**src/sv/assert_macros.svh**
```systemverilog
// Assertion macros shared by the RTL.
// Needs signals named clk and rst_n in the scope of use; NO_ASSERTIONS removes them.
`ifndef ASSERT_MACROS_SVH
`define ASSERT_MACROS_SVH

`ifndef NO_ASSERTIONS

// same-cycle implication, disabled in reset
`define ASSERT_IMPLY(label, ante, cons, msg) \
    label: assert property (@(posedge clk) disable iff (!rst_n) (ante) |-> (cons)) \
        else $error(msg);

// next-cycle implication, disabled in reset
`define ASSERT_NEXT(label, ante, cons, msg) \
    label: assert property (@(posedge clk) disable iff (!rst_n) (ante) |=> (cons)) \
        else $error(msg);

`else

`define ASSERT_IMPLY(label, ante, cons, msg)
`define ASSERT_NEXT(label, ante, cons, msg)

`endif

`endif

```
**src/sv/nca_pkg.sv**
```systemverilog
// Package for the nearest centroid assign block: constants and the command code.
// No dependencies.
`default_nettype none

package nca_pkg;

    localparam int MAX_CLUSTERS_DEF = 16;
    localparam int COORD_BITS_DEF   = 14;
    localparam int NUM_CL_W         = 5;   // width of the num_clusters register
    localparam int CL_IDX_W         = 4;   // width of cluster_index
    localparam int LANE_STAGES      = 3;   // abs diff, square, sum

    typedef enum logic {
        CMD_LOAD     = 1'b0,
        CMD_CLASSIFY = 1'b1
    } cmd_t;

endpackage

`default_nettype wire

```
**src/sv/nca_lane.sv**
```systemverilog
// One distance lane: |dx|,|dy| -> squares -> squared distance, three register stages.
// Depends on nca_pkg.
`default_nettype none

module nca_lane
    import nca_pkg::*;
#(
    parameter int COORD_BITS = COORD_BITS_DEF
) (
    input  wire logic                    clk,
    input  wire logic [LANE_STAGES-1:0]  en,
    input  wire logic [COORD_BITS-1:0]   px,
    input  wire logic [COORD_BITS-1:0]   py,
    input  wire logic [COORD_BITS-1:0]   cx,
    input  wire logic [COORD_BITS-1:0]   cy,
    input  wire logic                    active,
    output logic                         dist_act,
    output logic [2*COORD_BITS:0]        sq_dist
);

    localparam int SQ_W   = 2 * COORD_BITS;
    localparam int DIST_W = 2 * COORD_BITS + 1;

    logic [COORD_BITS-1:0] dx_reg, dy_reg, dx_next, dy_next;
    logic [SQ_W-1:0]       sqx_reg, sqy_reg, sqx_next, sqy_next;
    logic [DIST_W-1:0]     dist_reg, dist_next;
    logic                  act_reg;

    always_comb
    begin
        dx_next   = (cx >= px) ? (cx - px) : (px - cx);
        dy_next   = (cy >= py) ? (cy - py) : (py - cy);
        sqx_next  = SQ_W'(dx_reg) * SQ_W'(dx_reg);
        sqy_next  = SQ_W'(dy_reg) * SQ_W'(dy_reg);
        dist_next = DIST_W'(sqx_reg) + DIST_W'(sqy_reg);
    end

    always_ff @(posedge clk)
    begin
        if (en[0])
        begin
            dx_reg <= dx_next;
            dy_reg <= dy_next;
        end
        if (en[1])
        begin
            sqx_reg <= sqx_next;
            sqy_reg <= sqy_next;
        end
        if (en[2])
        begin
            dist_reg <= dist_next;
            act_reg  <= active;
        end
    end

    assign sq_dist  = dist_reg;
    assign dist_act = act_reg;

endmodule

`default_nettype wire

```
**config.mk**
```make
export PLATFORM = sky130hd
export DESIGN_NAME = nca_lane
export DESIGN_NICKNAME = d
export VERILOG_FILES = /design/src/sv/assert_macros.svh /design/src/sv/nca_pkg.sv /design/src/sv/nca_lane.sv
export SDC_FILE = /design/constraint.sdc
export NUM_CORES = 1
export LEC_CHECK = 0
export ABC_AREA = 1
export ABC_CLOCK_PERIOD_IN_PS = 7000
export BUFFER_PORTS_ARGS = -buffer_cell sky130_fd_sc_hd__buf_2
export CAP_MARGIN = 20
export CORE_AREA = 8 8 240 242
export DETAILED_ROUTE_END_ITERATION = 16
export DIE_AREA = 0 0 248 250
export SLEW_MARGIN = 25
export SYNTH_ARGS = -nofsm -noshare
export SYNTH_HDL_FRONTEND = slang
export SYNTH_SLANG_ARGS = --single-unit
```
**constraint.sdc**
```tcl
create_clock -name clk -period 7 [get_ports clk]
set_input_delay 0.7 -clock clk [delete_from_list [all_inputs] [get_ports clk]]
set_output_delay 0.7 -clock clk [all_outputs]
set_load 0.1 [all_outputs]
```
==> metrics list <==
- Run status: completed
- Met2 track demand over resource in global routing: a little over a quarter
- The first global-routing pass estimated about 81000 um of wire.
- Relative slew margins: a little over half
* Max Slew Vio Count: 0
- Area of the multi-input gates: approximately 15000 um^2
- 0 antenna diodes ended up in the layout.
- In the final layout, the share of cells above drive strength 1 is a little over 5%.
- Clock slew at reported path FFs: roughly 90 ps
- Once detailed placement completed, the half-perimeter wirelength came to about 40000 um.
- Delay of the slowest critical-path stage: about 700 ps
* Antenna Violating Nets Remaining: 0
- The synthesized design contains approximately 110 register bits.
* Required time of the worst setup path: between 7000 and 8000 ps
- Number of DRC violations after detailed-routing iteration 0: ~750
- The path class of the tightest hold or removal check is input pin to flip-flop.
- In this run the clock root is driven by a clkbuf_16.
- The final-report hold violation count was 0.
- TritonCTS built the clock tree.
- Synthesized area divided by synthesized cell count: between 7 and 8 um^2
- # clock sinks: about 110
- Warnings, synthesis: 0
* Total die area: 62000 um^2
- Entering global routing, the biggest net connects between 50 and 60 pins.
- Using the TritonRoute via totals, the vias-per-cell ratio works out to between 4 and 5.
- For hold timing, the worst endpoint is dist_act.
* CP max FO: 14
- Setup total negative slack on the finished layout was measured at 0 ps.
* Gr ovfl total: 0
* Number of violations of the max-capacitance limit: 0
* Overall via count from detail_route: roughly 17k
- Slew at the pin closest to its max-slew limit: between 600 and 700 ps
- The critical path contains buffers and inverters numbering 7 combined.
- Met3 Track Usage GR: between 1.5 and 2%
- The worst register-to-register path ends at sqy_reg[19].
- By startpoint and endpoint, the worst setup path is classified as flip-flop to flip-flop.
- Die extent in x: ~250 um
- Sequential cell area fraction in the yosys report: 15.9%
- Distinct cell type count of the synthesized netlist: 37
* Layout-stage area growth over the synthesis result: 6.86%
- Start point of the worst min-delay path: active
- Net Count, Synth: about 3.5k
- Setup repair after global routing left no endpoint under its margin.
- Number of H-tree branching levels: 3
- Ordered cell list for the critical path: nand2_1 -> xor2_1 -> inv_1 -> ha_1 -> o21bai_1 -> inv_1 -> fa_1 -> inv_1 -> fa_1 -> inv_1 -> fa_1 -> inv_1 -> fa_1 -> inv_1 -> fa_1 -> inv_1 -> ha_1 -> nand2_1 -> nor2_1 -> nand3_1 -> nand3_1 -> nand3_1 -> nand3_1 -> nand2_1
- Post-CTS repair timing setup buffer count: 0
- Total Routed Length: 46400 um
* WL/cell: 12.6 um
* Start of the worst register-to-register path: dy_reg[3]
- The clock period could shrink to 5720 ps.
- 91 I/O pins were placed.
* GR peak layer: met2
- For the worst-skew pair, the clock arrives at the later sink with an insertion delay of between 300 and 400 ps.
* Initial core utilization: between 30% and 40%
- Tcrit/Tclk final: about four fifths
* Max Fclk: between 0.15 and 0.2 GHz
* Post-Syn Instances: a little under 3k
- Overall die height: between 200 and 300 um
* Launching element type of the critical path: flip-flop
* # DRC: 0
* GR Util met1: a little over 20%
* Top cell family by delay on the critical path: adder cells
- Initial antenna violation count: 0
- The clock passes through at most 2 buffers.
* Core Area: about 53000 um^2
* Number of cells on the worst hold path: 1
- Setup slack on the worst reg-to-reg path comes out at around 1300 ps.
* Slowest stage cell, crit path: edfxtp_1
- Number of gates given a new drive strength after cts: 0
- The clock arrives with ~15 ps of skew.
- In this run, post-CTS hold repair placed 0 buffers.
- STA puts the critical path data arrival time at between 5000 and 6000 ps.
- The mapped netlist covers roughly 21000 um^2.
* Most numerous cell on the critical path: inv_1
- Iteration count of the initial detailed-routing pass: 5
- Endpoint type of the worst setup path: flip-flop
- Final nets: around 3.5k
* Via count of the first global-routing pass: between 15k and 20k
* Number of I/O port buffers: 90
- In this run, CTS created clock tree buffers numbering 9.
- Routability-driven placement finished with a final weighted congestion of approximately 0.9.
- Setup violations remaining at the end of the flow were counted as 0.
- The floorplan has 85 rows.
- Largest register FFs: 29
- R2R depth: 24
- In the global route stage, overall resource usage came out at 15.7%.
- Registers take 3360 um^2.
* Fillers: roughly 5.6k
-- synthesized netlist by cell type --
cell type / n / share of area, %
nand2_1: 911 / 16
inv_1: 788 / 14
ha_1: 264 / 16
fa_1: 230 / 22
nand3_1: 132 / 3.1
edfxtp_1: 112 / 16
nor2_1: 112 / 2.0
a21oi_1: 84 / 2.0
xor2_1: 66 / 2.7
nand4_1: 42 / 1.2
clkbuf_1: 32 / 0.57
xnor2_1: 26 / 1.1
o21ai_0: 18 / 0.42
o21bai_1: 15 / 0.53
and2_1: 13 / 0.38
nand3_2: 12 / 0.57
nor3_1: 9 / 0.21
clkbuf_2: 7 / 0.17
nor2_4: 7 / 0.37
nand2_2: 5 / 0.15
o21ai_1: 5 / 0.12
or2_2: 5 / 0.15
buf_2: 3 / 0.071
inv_2: 3 / 0.053
nand2_4: 3 / 0.16
nor4_1: 3 / 0.089
o21ai_2: 3 / 0.12
buf_6: 2 / 0.11
nand3b_1: 2 / 0.071
a211oi_1: 1 / 0.035
a21o_1: 1 / 0.035
a21o_2: 1 / 0.041
a21oi_2: 1 / 0.041
buf_4: 1 / 0.035
nand3_4: 1 / 0.083
nor2_2: 1 / 0.030
o22ai_1: 1 / 0.030
-- cells in the final DEF (no fill, tap or decap), types with 2 or more instances in the layout --
cell type | netlist | layout
xor2_1 | 66 | 66
inv_6 | 0 | 2
inv_12 | 0 | 2
and2_1 | 13 | 13
nor3_1 | 9 | 9
a21oi_1 | 84 | 84
nand2_4 | 3 | 3
fa_1 | 230 | 230
inv_1 | 788 | 788
o21ai_1 | 5 | 5
buf_2 | 3 | 90
nand3_1 | 132 | 132
clkbuf_16 | 0 | 9
inv_2 | 3 | 3
nor2_4 | 7 | 7
nand3b_1 | 2 | 2
nand2_2 | 5 | 5
nand2_1 | 911 | 911
ha_1 | 264 | 264
clkinv_8 | 0 | 2
o21ai_2 | 3 | 3
nor4_1 | 3 | 3
nand3_2 | 12 | 12
edfxtp_1 | 112 | 112
xnor2_1 | 26 | 26
nand4_1 | 42 | 42
o21bai_1 | 15 | 15
or2_2 | 5 | 5
nor2_1 | 112 | 112
o21ai_0 | 18 | 18
buf_4 | 1 | 2
-- area by class of cell --
cell class	instances	share of cell area (%)
sequential	112	14.8
clock buffer	9	0.994
timing repair buffer	92	2.05
clock inverter	7	0.414
inverter	791	13.1
multi-input combinational	1974	64.7
tap	696	3.84
-- worst register-to-register path, cell delays in order, from the launching register on --
cell	delay (ps)
edfxtp_1	700
nand2_1	220
xor2_1	180
inv_1	80
ha_1	130
o21bai_1	100
inv_1	70
fa_1	530
inv_1	60
fa_1	510
inv_1	60
fa_1	530
inv_1	50
fa_1	470
inv_1	50
fa_1	490
inv_1	40
ha_1	340
nand2_1	110
nor2_1	250
nand3_1	110
nand3_1	170
nand3_1	120
nand3_1	80
nand2_1	50
-- worst max path at each step --
| stage | startpoint | end | cells after the start |
|---|---|---|---|
| after global placement | dy_reg[4] | sqy_reg[19] | 20 |
| after global routing | dy_reg[3] | sqy_reg[19] | 24 |
| final | dy_reg[3] | sqy_reg[19] | 24 |
| after CTS | dy_reg[3] | sqy_reg[19] | 24 |
| after detailed placement | dy_reg[3] | sqy_reg[19] | 24 |
| after floorplan | dx_reg[4] | sqx_reg[19] | 21 |
-- per-stage QoR --
step | instances | setup WS [ps] | util (%) | hold WS, ps | cell area [um^2]
floorplan | 2922 | 1720 | - | 513 | 21200
global placement | 3665 | 1360 | 41.8 | 541 | 22300
CTS | 3681 | 1220 | 42.4 | 474 | 22700
finish | 3681 | 1280 | 42.4 | 495 | 22700
detailed placement | 3665 | 1240 | 41.8 | 544 | 22300
global route | 3681 | 769 | 42.4 | 468 | 22700
-- logic make-up after synthesis --
kind of cell               count (synthesis)  share of synthesized area, %
adders and majority gates                494                          37.3
AOI/OAI and AO/OA                        130                          3.36
xor gates and xnor gates                  92                          3.80
DFF                                      112                          15.9
and+or+nand+nor                         1258                          24.7
buffers and inverters                    836                          14.9
-- per-layer routing --
metal	share of wire [%]	vias up
met3	3.2	33
li1	-	8839
met5	0	-
met4	1.2	0
met1	49	7662
met2	47	247
Power is not shown: default switching activity piles up to over one toggle a cycle in this logic, so the estimate is an artifact.
