===== config.mk =====
export PLATFORM = sky130hd
export DESIGN_NAME = nca_min_tree
export DESIGN_NICKNAME = d
export VERILOG_FILES = /design/src/sv/assert_macros.svh /design/src/sv/nca_pkg.sv /design/src/sv/nca_min_tree.sv
export SDC_FILE = /design/constraint.sdc
export NUM_CORES = 1
export LEC_CHECK = 0
export CORE_ASPECT_RATIO = 1.4
export CORE_MARGIN = 5
export CORE_UTILIZATION = 31
export CTS_CLUSTER_DIAMETER = 30
export DETAILED_ROUTE_END_ITERATION = 10
export DONT_BUFFER_PORTS = 1
export GPL_ROUTABILITY_DRIVEN = 0
export PLACE_DENSITY_LB_ADDON = 0.1
export SYNTH_ARGS = -nofsm -noshare
export SYNTH_HDL_FRONTEND = slang
export SYNTH_SLANG_ARGS = --single-unit
export TNS_END_PERCENT = 30

===== constraint.sdc =====
create_clock -name clk -period 4.8 [get_ports clk]
set_input_delay 1.2 -clock clk [delete_from_list [all_inputs] [get_ports clk]]
set_output_delay 1.2 -clock clk [all_outputs]
set_load 0.02 [all_outputs]

===== src/sv/assert_macros.svh =====
// Assertion macros shared by the RTL.
// Needs signals named clk and rst_n in the scope of use; NO_ASSERTIONS removes them.
`ifndef ASSERT_MACROS_SVH
`define ASSERT_MACROS_SVH

`ifndef NO_ASSERTIONS

// same-cycle implication, disabled in reset
`define ASSERT_IMPLY(label, ante, cons, msg) \
    label: assert property (@(posedge clk) disable iff (!rst_n) (ante) |-> (cons)) \
        else $error(msg);

// next-cycle implication, disabled in reset
`define ASSERT_NEXT(label, ante, cons, msg) \
    label: assert property (@(posedge clk) disable iff (!rst_n) (ante) |=> (cons)) \
        else $error(msg);

`else

`define ASSERT_IMPLY(label, ante, cons, msg)
`define ASSERT_NEXT(label, ante, cons, msg)

`endif

`endif


===== src/sv/nca_pkg.sv =====
// Package for the nearest centroid assign block: constants and the command code.
// No dependencies.
`default_nettype none

package nca_pkg;

    localparam int MAX_CLUSTERS_DEF = 16;
    localparam int COORD_BITS_DEF   = 14;
    localparam int NUM_CL_W         = 5;   // width of the num_clusters register
    localparam int CL_IDX_W         = 4;   // width of cluster_index
    localparam int LANE_STAGES      = 3;   // abs diff, square, sum

    typedef enum logic {
        CMD_LOAD     = 1'b0,
        CMD_CLASSIFY = 1'b1
    } cmd_t;

endpackage

`default_nettype wire


===== src/sv/nca_min_tree.sv =====
// Registered minimum tree over the lane distances, one level per stage, plus output register.
// Ties keep the left (lower index) side. Depends on nca_pkg.
`default_nettype none

module nca_min_tree
    import nca_pkg::*;
#(
    parameter int LANES  = 16,
    parameter int DIST_W = 2 * COORD_BITS_DEF + 1
) (
    input  wire logic                        clk,
    input  wire logic [$clog2(LANES):0]      en,
    input  wire logic                        leaf_act  [LANES],
    input  wire logic [DIST_W-1:0]           leaf_dist [LANES],
    output logic [CL_IDX_W-1:0]              cluster_index
);

    localparam int LEVELS = $clog2(LANES);
    localparam int IDX_W  = LEVELS;

    // heap numbering: root is node 1, children of n are 2n and 2n+1
    logic              node_act_reg  [1:LANES-1];
    logic [DIST_W-1:0] node_dist_reg [1:LANES-1];
    logic [IDX_W-1:0]  node_idx_reg  [1:LANES-1];
    logic [CL_IDX_W-1:0] cluster_reg;

    for (genvar n = 1; n < LANES; n++)
    begin : g_node
        localparam int DEPTH = $clog2(n + 1) - 1;
        localparam int LVL   = LEVELS - 1 - DEPTH;

        logic              a_act, b_act, pick_b;
        logic [DIST_W-1:0] a_dist, b_dist;
        logic [IDX_W-1:0]  a_idx, b_idx;

        if (2 * n >= LANES)
        begin : g_leaf
            assign a_act  = leaf_act[2*n-LANES];
            assign a_dist = leaf_dist[2*n-LANES];
            assign a_idx  = IDX_W'(2*n-LANES);
            assign b_act  = leaf_act[2*n+1-LANES];
            assign b_dist = leaf_dist[2*n+1-LANES];
            assign b_idx  = IDX_W'(2*n+1-LANES);
        end
        else
        begin : g_inner
            assign a_act  = node_act_reg[2*n];
            assign a_dist = node_dist_reg[2*n];
            assign a_idx  = node_idx_reg[2*n];
            assign b_act  = node_act_reg[2*n+1];
            assign b_dist = node_dist_reg[2*n+1];
            assign b_idx  = node_idx_reg[2*n+1];
        end

        // right side wins only when strictly closer
        assign pick_b = b_act && (!a_act || (b_dist < a_dist));

        always_ff @(posedge clk)
        begin
            if (en[LVL])
            begin
                node_act_reg[n]  <= a_act || b_act;
                node_dist_reg[n] <= pick_b ? b_dist : a_dist;
                node_idx_reg[n]  <= pick_b ? b_idx : a_idx;
            end
        end
    end

    always_ff @(posedge clk)
    begin
        if (en[LEVELS])
        begin
            cluster_reg <= node_act_reg[1] ? CL_IDX_W'(node_idx_reg[1]) : '0;
        end
    end

    assign cluster_index = cluster_reg;

endmodule

`default_nettype wire


==> reports/qor.csv, run 1 <==
stage,metric,value,unit
outcome,status,finished clean,
logic_synthesis,Unique masters post-synth,55,
detailed_routing,routed vias/inst,4.91,
critical_path,Worst R2R Start,node_dist_reg[0][372],
detailed_routing,vias,18900,
critical_path,crit path buf inv count,2,
critical_path,end of the critical path,node_dist_reg[0][193],
logic_synthesis,net count after synthesis,3338,
final_layout,Layout Nets,3438,
logic_synthesis,post-synthesis cell count,2432,
grt,gr busiest metal,met2,
clock_network,CTS tree,built,
power_and_ir_drop,Logic pwr share,15.0,%
min_path,Worst Hold Path Cells,1,
grt,GRT overflow,0,
timing,f_max,278,MHz
critical_path,RR Endpoint,node_dist_reg[0][193],
detailed_routing,DRT iter0 DRCs,744,
grt,vias in the first global route,20800,
grt,first-pass GRT wire length,130000,um
logic_synthesis,Post-synth EDFFs,451,
logic_synthesis,"FFs w/ async S/R, synth",0,%
power_and_ir_drop,Pwr Density,453,nW/um^2
clock_network,Clock Latency Late Sink,700,ps
grt,met2 usage,33.8,%
critical_path,startpoint types,flip-flop,
logic_synthesis,Synth Flop Type,edfxtp_1,
critical_path,"delay-heaviest family, CP",compound AO/OA/AOI/OAI gates,
final_layout,share of post-route cells with drive strength above 1,25.1,%
clock_network,Root Driver,clkbuf_16,
final_layout,"commonest non-fill, non-tap cell in the layout",edfxtp_1,
detailed_routing,post-DR wirelength/cell,23.0,um
clock_network,TritonCTS buffer count,119,
timing,RSZ-0062 raised after global routing,false,
timing,fin crit share,75.1,%
timing,pin slew with the least headroom to its limit,1220,ps
grt,antenna violations before repair,1,
grt,Total GRT Usage,17.0,%
critical_path,Critical Path RT,5220,ps
critical_path,Worst Path Max Fanout,18,
timing,Fin Setup TNS,0,ps
timing,Final Hold Viols,0,
floorplanning,Initial Util,31.2,%
critical_path,FF-to-FF path depth,9,
detailed_routing,DRC viols,0,
power_and_ir_drop,Switching Share,25.2,%
final_layout,Ant. Diodes,0,
floorplanning,IO Pins,490,
timing,Clock Skew,43.4,ps
placed_design,dpl hpwl,70900,um
detailed_routing,final WL,88900,um
timing,max_slew headroom,18.5,%
placed_design,IO Port Bufs,0,
timing,max-slew violation count,0,
clock_network,CTS Sinks,451,
grt,met3 Track Usage GR,4.73,%
critical_path,Worst path slowest cell,o32ai_4,
final_layout,P&R area growth vs syn,19.6,%
clock_network,PostCTS Resize Cnt,0,
grt,met1 usage,16.0,%
power_and_ir_drop,sw power,4.06,mW
critical_path,Worst EP arrival,4020,ps
power_and_ir_drop,sequential power share,32.9,%
floorplanning,CORE AREA,95200,sq um
clock_network,clk slew on worst S/H paths,50,ps
logic_synthesis,Syn Area/Cell,12.2,sq um
logic_synthesis,#FFs+latches synth,451,
clock_network,CTS H-tree lvls,3,
logic_synthesis,synth warn,0,
critical_path,critical path capture point type,flip-flop,
floorplanning,chip width,272,um
logic_synthesis,post-synthesis sequential area ratio,45.5,%
final_layout,"commonest cells after routing, fill and taps aside","edfxtp_1 (451), inv_1 (439), ha_1 (420), mux2_2 (327), a21oi_1 (156)",
floorplanning,FP Rows,134,
power_and_ir_drop,Peak VDD IR,330,uV
floorplanning,die area,102000,sq um
critical_path,"Worst Path Class, Setup",flip-flop to flip-flop,
critical_path,Slowest Stage Delay on Critical Path,730,ps
clock_network,setup repair bufs after CTS,0,
clock_network,CTS Hold Bufs,0,
critical_path,WP depth,9,
timing,"Setup violations, final",0,
critical_path,"reg-to-reg slack, setup",1200,ps
power_and_ir_drop,Internal Pwr Total,12.1,mW
critical_path,critical-path cell list,inv_1 > ha_1 > a21oi_1 > o21ai_0 > a2111oi_0 > o31ai_1 > o32ai_4 > buf_4 > mux2_2,
flow_run,Max-Cap Viols,0,
critical_path,origin of the worst setup path,node_dist_reg[0][372],
min_path,Hold Crit Class,flip-flop to flip-flop,
floorplanning,DIE HEIGHT,376,um
power_and_ir_drop,total power,16.1,mW
power_and_ir_drop,Clk pwr share,52.0,%
clock_network,clock tree buffer depth,3,
logic_synthesis,"Cell Area, Synth",29700,sq um
timing,crit path time final,3600,ps
grt,largest net degree at the start of global routing,249,
final_layout,max reg flops,406,
detailed_routing,Pre-antenna DRT Iters,5,
detailed_routing,Post-DRT Antenna Nets,0,
power_and_ir_drop,Static Leakage,15.5,nW
## metal layers
layer  wire [um]  vias to the layer above
met5          17                        -
met4        3150                        2
met3        5680                      172
met2       50100                      490
met1       29900                     9096
li1            -                     9173
## worst reg2reg max path: stages (launching register included)
cell and delay, ps:
edfxtp_1 360, inv_1 50, ha_1 320, a21oi_1 140
o21ai_0 140, a2111oi_0 530, o31ai_1 280, o32ai_4 730
buf_4 390, mux2_2 400
## how the worst min path moves through the flow
stage / slack, ps / start / endpoint
3_5_place_dp: 520 / node_idx_reg[1][2] / cluster_index[2]
2_1_floorplan: 500 / node_idx_reg[1][2] / cluster_index[2]
5_1_grt: 550 / node_act_reg[0][14] / node_act_reg[0][7]
4_1_cts: 540 / node_act_reg[0][14] / node_act_reg[0][7]
6_report: 540 / node_act_reg[0][14] / node_act_reg[0][7]
3_3_place_gp: 530 / node_idx_reg[1][2] / cluster_index[2]
## final cells by class
cell class	instances	area [sq um]
fill	9207	59700
multi-input combinational	1500	14400
sequential	451	13500
clock buffer	134	3030
inverter	439	1650
tap	1224	1530
clock inverter	90	1220
timing repair buffer	21	170
## logic make-up after synthesis
family                     Yosys count  share of synthesized area (%)
adders and majority gates          420                           17.7
muxes                              417                           16.9
DFF                                451                           45.5
AOI/OAI and AO/OA                  357                           7.83
and+or+nand+nor                    306                           5.58
buffers and inverters              481                           6.49
## power by group through the flow
| stage | clock, mW | sequential (mW) | combinational, mW |
|---|---|---|---|
| after floorplan | 0 | 5.17 | 1.84 |
| after global placement | 0 | 5.40 | 2.40 |
| after global routing | 8.81 | 5.36 | 2.74 |
| final | 8.38 | 5.31 | 2.42 |
| after detailed placement | 0 | 5.40 | 2.46 |
| after CTS | 8.59 | 5.34 | 2.49 |
## synthesized netlist by cell type (4+ instances only)
library cell  number  area share (%)
edfxtp_1         451              46
inv_1            439             5.5
ha_1             420              18
mux2_2           327              12
a21oi_1          156             2.6
nand2_1           90             1.1
mux2_4            87             4.4
o21ai_0           67             1.1
nand4_1           56             1.2
a21o_1            35            0.88
nor2_1            33            0.42
buf_2             27            0.45
and4_1            21            0.62
nand3_1           19            0.32
nor2b_1           18            0.38
or2_2             16            0.34
o211ai_1          14            0.35
a221o_1           12            0.40
buf_6             12            0.45
a2111oi_0          8            0.24
a221oi_1           8            0.24
and3_1             8            0.17
o21a_1             8            0.20
a31oi_1            7            0.15
nand2b_1           7            0.15
nor3_1             7            0.12
and2_1             6            0.13
nor3b_1            6            0.15
nor4_1             6            0.13
a211oi_1           5            0.13
a2111oi_4          4            0.37
a2bb2oi_1          4            0.12
and2_0             4           0.084
o31ai_1            4            0.10
## through the flow
step	instance area, sq um	utilization [%]	setup slack (ps)	hold WS (ps)	std cells
global route	35600	37.3	984	551	3859
finish	35600	37.3	1200	540	3859
global placement	31300	32.9	746	527	3635
detailed placement	31300	32.9	701	522	3635
CTS	35600	37.3	1090	545	3859
floorplan	29700	-	1250	497	2432
Power figures use the tool's default switching activity.
==> run 2: changes to the inputs <==
--- a/config.mk
+++ b/config.mk
@@ -5,6 +5,7 @@
 export SDC_FILE = /design/constraint.sdc
 export NUM_CORES = 1
 export LEC_CHECK = 0
+export ABC_AREA = 1
 export CORE_ASPECT_RATIO = 1.4
 export CORE_MARGIN = 5
 export CORE_UTILIZATION = 31
==> constraint.sdc (replaced) <==
create_clock -name clk -period 3.66 [get_ports clk]
set_input_delay 0.915 -clock clk [delete_from_list [all_inputs] [get_ports clk]]
set_output_delay 0.915 -clock clk [all_outputs]
set_load 0.02 [all_outputs]
==> run 2 against run 1 <==
The run now ends with max-slew violations left. First-iteration DRC count is 56% higher. Sequential cell count stayed put. Final area is 4.5% higher. Global-route usage is 0.19 points higher. Largest cell class unchanged.
==> reports/qor.csv, run 2 <==
stage,metric,value,unit
critical_path,"delay-heaviest family, CP",simple AND/OR/NAND/NOR gates,
detailed_routing,post-DR wirelength/cell,17.7,um
floorplanning,die area,110000,sq um
timing,fin crit share,68.4,%
timing,crit path time final,2510,ps
critical_path,"Worst Path Class, Setup",flip-flop to flip-flop,
floorplanning,IO Pins,490,
clock_network,setup repair bufs after CTS,0,
critical_path,Slowest Stage Delay on Critical Path,490,ps
logic_synthesis,Post-synth EDFFs,451,
timing,Clock Skew,46.2,ps
outcome,status,"complete, but fails checks",
timing,Final Hold Viols,0,
min_path,Hold Crit Class,primary input to flip-flop,
grt,largest net degree at the start of global routing,249,
logic_synthesis,Syn Area/Cell,8.07,sq um
detailed_routing,vias,24900,
placed_design,dpl hpwl,74100,um
detailed_routing,final WL,96100,um
critical_path,startpoint types,flip-flop,
critical_path,critical path capture point type,flip-flop,
floorplanning,DIE HEIGHT,390,um
power_and_ir_drop,Logic pwr share,15.0,%
final_layout,Layout Nets,4896,
final_layout,"commonest cells after routing, fill and taps aside","nand2_1 (1516), inv_1 (650), edfxtp_1 (451), ha_1 (420), nand3_1 (410)",
logic_synthesis,Post-Synth XOR/XNOR Area,0,%
timing,max-slew violation count,81,
clock_network,PostCTS Resize Cnt,0,
final_layout,share of post-route cells with drive strength above 1,7.84,%
grt,antenna violations before repair,1,
logic_synthesis,top-count cell post-synth,nand2_1,
floorplanning,Initial Util,31.2,%
final_layout,Ant. Diodes,0,
logic_synthesis,compound-cell area share of the yosys netlist,2.20,%
critical_path,Critical Path RT,4030,ps
logic_synthesis,#FFs+latches synth,451,
power_and_ir_drop,Switching Share,28.1,%
clock_network,CTS H-tree lvls,3,
timing,pin slew with the least headroom to its limit,1670,ps
power_and_ir_drop,sw power,5.75,mW
logic_synthesis,mux cell area share after synthesis,0,%
logic_synthesis,synthesized-area fraction occupied by adder cells,16.4,%
detailed_routing,Post-DRT Antenna Nets,0,
detailed_routing,Pre-antenna DRT Iters,5,
power_and_ir_drop,Internal Pwr Total,14.7,mW
critical_path,Worst EP arrival,2870,ps
power_and_ir_drop,Pwr Density,551,nW/um^2
logic_synthesis,net count after synthesis,4872,
timing,max_slew headroom,-11.5,%
power_and_ir_drop,sequential power share,33.9,%
power_and_ir_drop,Static Leakage,19.2,nW
final_layout,"commonest non-fill, non-tap cell in the layout",nand2_1,
detailed_routing,DRT iter0 DRCs,1159,
floorplanning,FP Rows,139,
clock_network,clock tree buffer depth,3,
placed_design,IO Port Bufs,0,
flow_run,Max-Cap Viols,0,
logic_synthesis,post-synthesis simple-gate area fraction,28.9,%
timing,final hold slack,344,ps
logic_synthesis,largest cells by area after synthesis,"edfxtp_1 (42%), nand2_1 (18%), ha_1 (16%), inv_1 (7.6%), nand3_1 (6.4%)",
final_layout,final core occ,36.2,%
clock_network,CTS Sinks,451,
floorplanning,CORE AREA,103000,sq um
critical_path,Worst R2R Start,node_dist_reg[0][358],
logic_synthesis,"Cell Area, Synth",32000,sq um
grt,Total GRT Usage,17.1,%
critical_path,Worst path slowest cell,nand2_2,
critical_path,crit path buf inv count,2,
timing,RSZ-0062 raised after global routing,false,
final_layout,P&R area growth vs syn,16.1,%
clock_network,clk slew on worst S/H paths,50,ps
power_and_ir_drop,Peak VDD IR,368,uV
clock_network,Clock Latency Late Sink,690,ps
logic_synthesis,Synth area leader,edfxtp_1,
grt,GRT overflow,0,
clock_network,Root Driver,clkbuf_16,
final_layout,max reg flops,406,
logic_synthesis,most frequent cells after synthesis,"nand2_1 (1516), inv_1 (650), edfxtp_1 (451)",
grt,vias in the first global route,25000,
logic_synthesis,post-synthesis cell count,3966,
timing,f_max,399,MHz
critical_path,origin of the worst setup path,node_dist_reg[0][358],
clock_network,CTS Hold Bufs,0,
grt,first-pass GRT wire length,146000,um
logic_synthesis,area share of the largest cell type after synthesis,42.3,%
detailed_routing,routed vias/inst,4.58,
min_path,min-delay src,en[1],
logic_synthesis,synth warn,0,
power_and_ir_drop,Clk pwr share,51.2,%
logic_synthesis,post-synthesis sequential area ratio,42.3,%
floorplanning,chip width,282,um
logic_synthesis,"FFs w/ async S/R, synth",0,%
clock_network,TritonCTS buffer count,120,
detailed_routing,DRC viols,0,
critical_path,critical-path cell list,inv_1 > ha_1 > nand2_1 > nor2_1 > nand2_1 > nor2_1 > nand2_1 > nand2_1 > nand2_1 > nand2_1 > nand2_1 > nand2_2 > inv_1,
logic_synthesis,Unique masters post-synth,24,
critical_path,Worst Path Max Fanout,31,
logic_synthesis,main combinational cell family by area after synthesis,simple AND/OR/NAND/NOR gates,
outcome,failing checks,max-slew violations,
timing,Fin Setup TNS,0,ps
timing,"Setup violations, final",0,
critical_path,"most used cell, CP",nand2_1,
clock_network,CTS tree,built,
logic_synthesis,Synth Flop Type,edfxtp_1,
## run 2: cell families (layout without fill, tap and decap cells)
logic type	Yosys count	after routing
buffers and inverters	778	904
DFF	451	451
and+or+nand+nor	2184	2184
adders and majority gates	420	420
AOI/OAI and AO/OA	133	133
## run 2: area by class of cell
| cell class | count | area [sq um] |
|---|---|---|
| fill | 10700 | 65400 |
| multi-input combinational | 2737 | 15200 |
| sequential | 451 | 13500 |
| clock buffer | 128 | 3030 |
| inverter | 650 | 2440 |
| tap | 1339 | 1680 |
| clock inverter | 96 | 1040 |
| timing repair buffer | 30 | 225 |
## run 2: path summary, 6_finish.rpt
path,end,slack [ps],cells after the start
setup / recovery,node_idx_reg[6][1],1150,13
hold / removal,node_dist_reg[0][140],340,0
setup reg to reg,node_idx_reg[6][1],1150,13
hold reg to reg,node_idx_reg[2][1],510,2
## run 2: through the flow
stage / instance area (sq um) / worst slack, ps / power (mW) / instances
after floorplan: 32000 / 1240 / 9.21 / 3966
after global placement: 33100 / 603 / 10.2 / 5207
after detailed placement: 33100 / 569 / 10.2 / 5207
after CTS: 37200 / 1070 / 20.9 / 5431
after global routing: 37200 / 850 / 21.7 / 5431
final: 37200 / 1150 / 20.5 / 5431
## run 2: power groups by stage
| stage | Clock [mW] | Combinational (mW) | Sequential, mW |
|---|---|---|---|
| after floorplan | 0 | 2.44 | 6.77 |
| after global placement | 0 | 3.12 | 7.05 |
| after detailed placement | 0 | 3.14 | 7.04 |
| after CTS | 10.7 | 3.17 | 6.96 |
| after global routing | 11.0 | 3.66 | 7.00 |
| final | 10.5 | 3.07 | 6.94 |
## run 2: routing by layer
layer / track usage [%] / routed length [um] / up-vias
li1: - / - / 12800
met1: 20.0 / 39000 / 11400
met2: 30.9 / 48900 / 520
met3: 4.14 / 5620 / 154
met4: 5.41 / 2480 / 2
met5: 0 / 13 / -
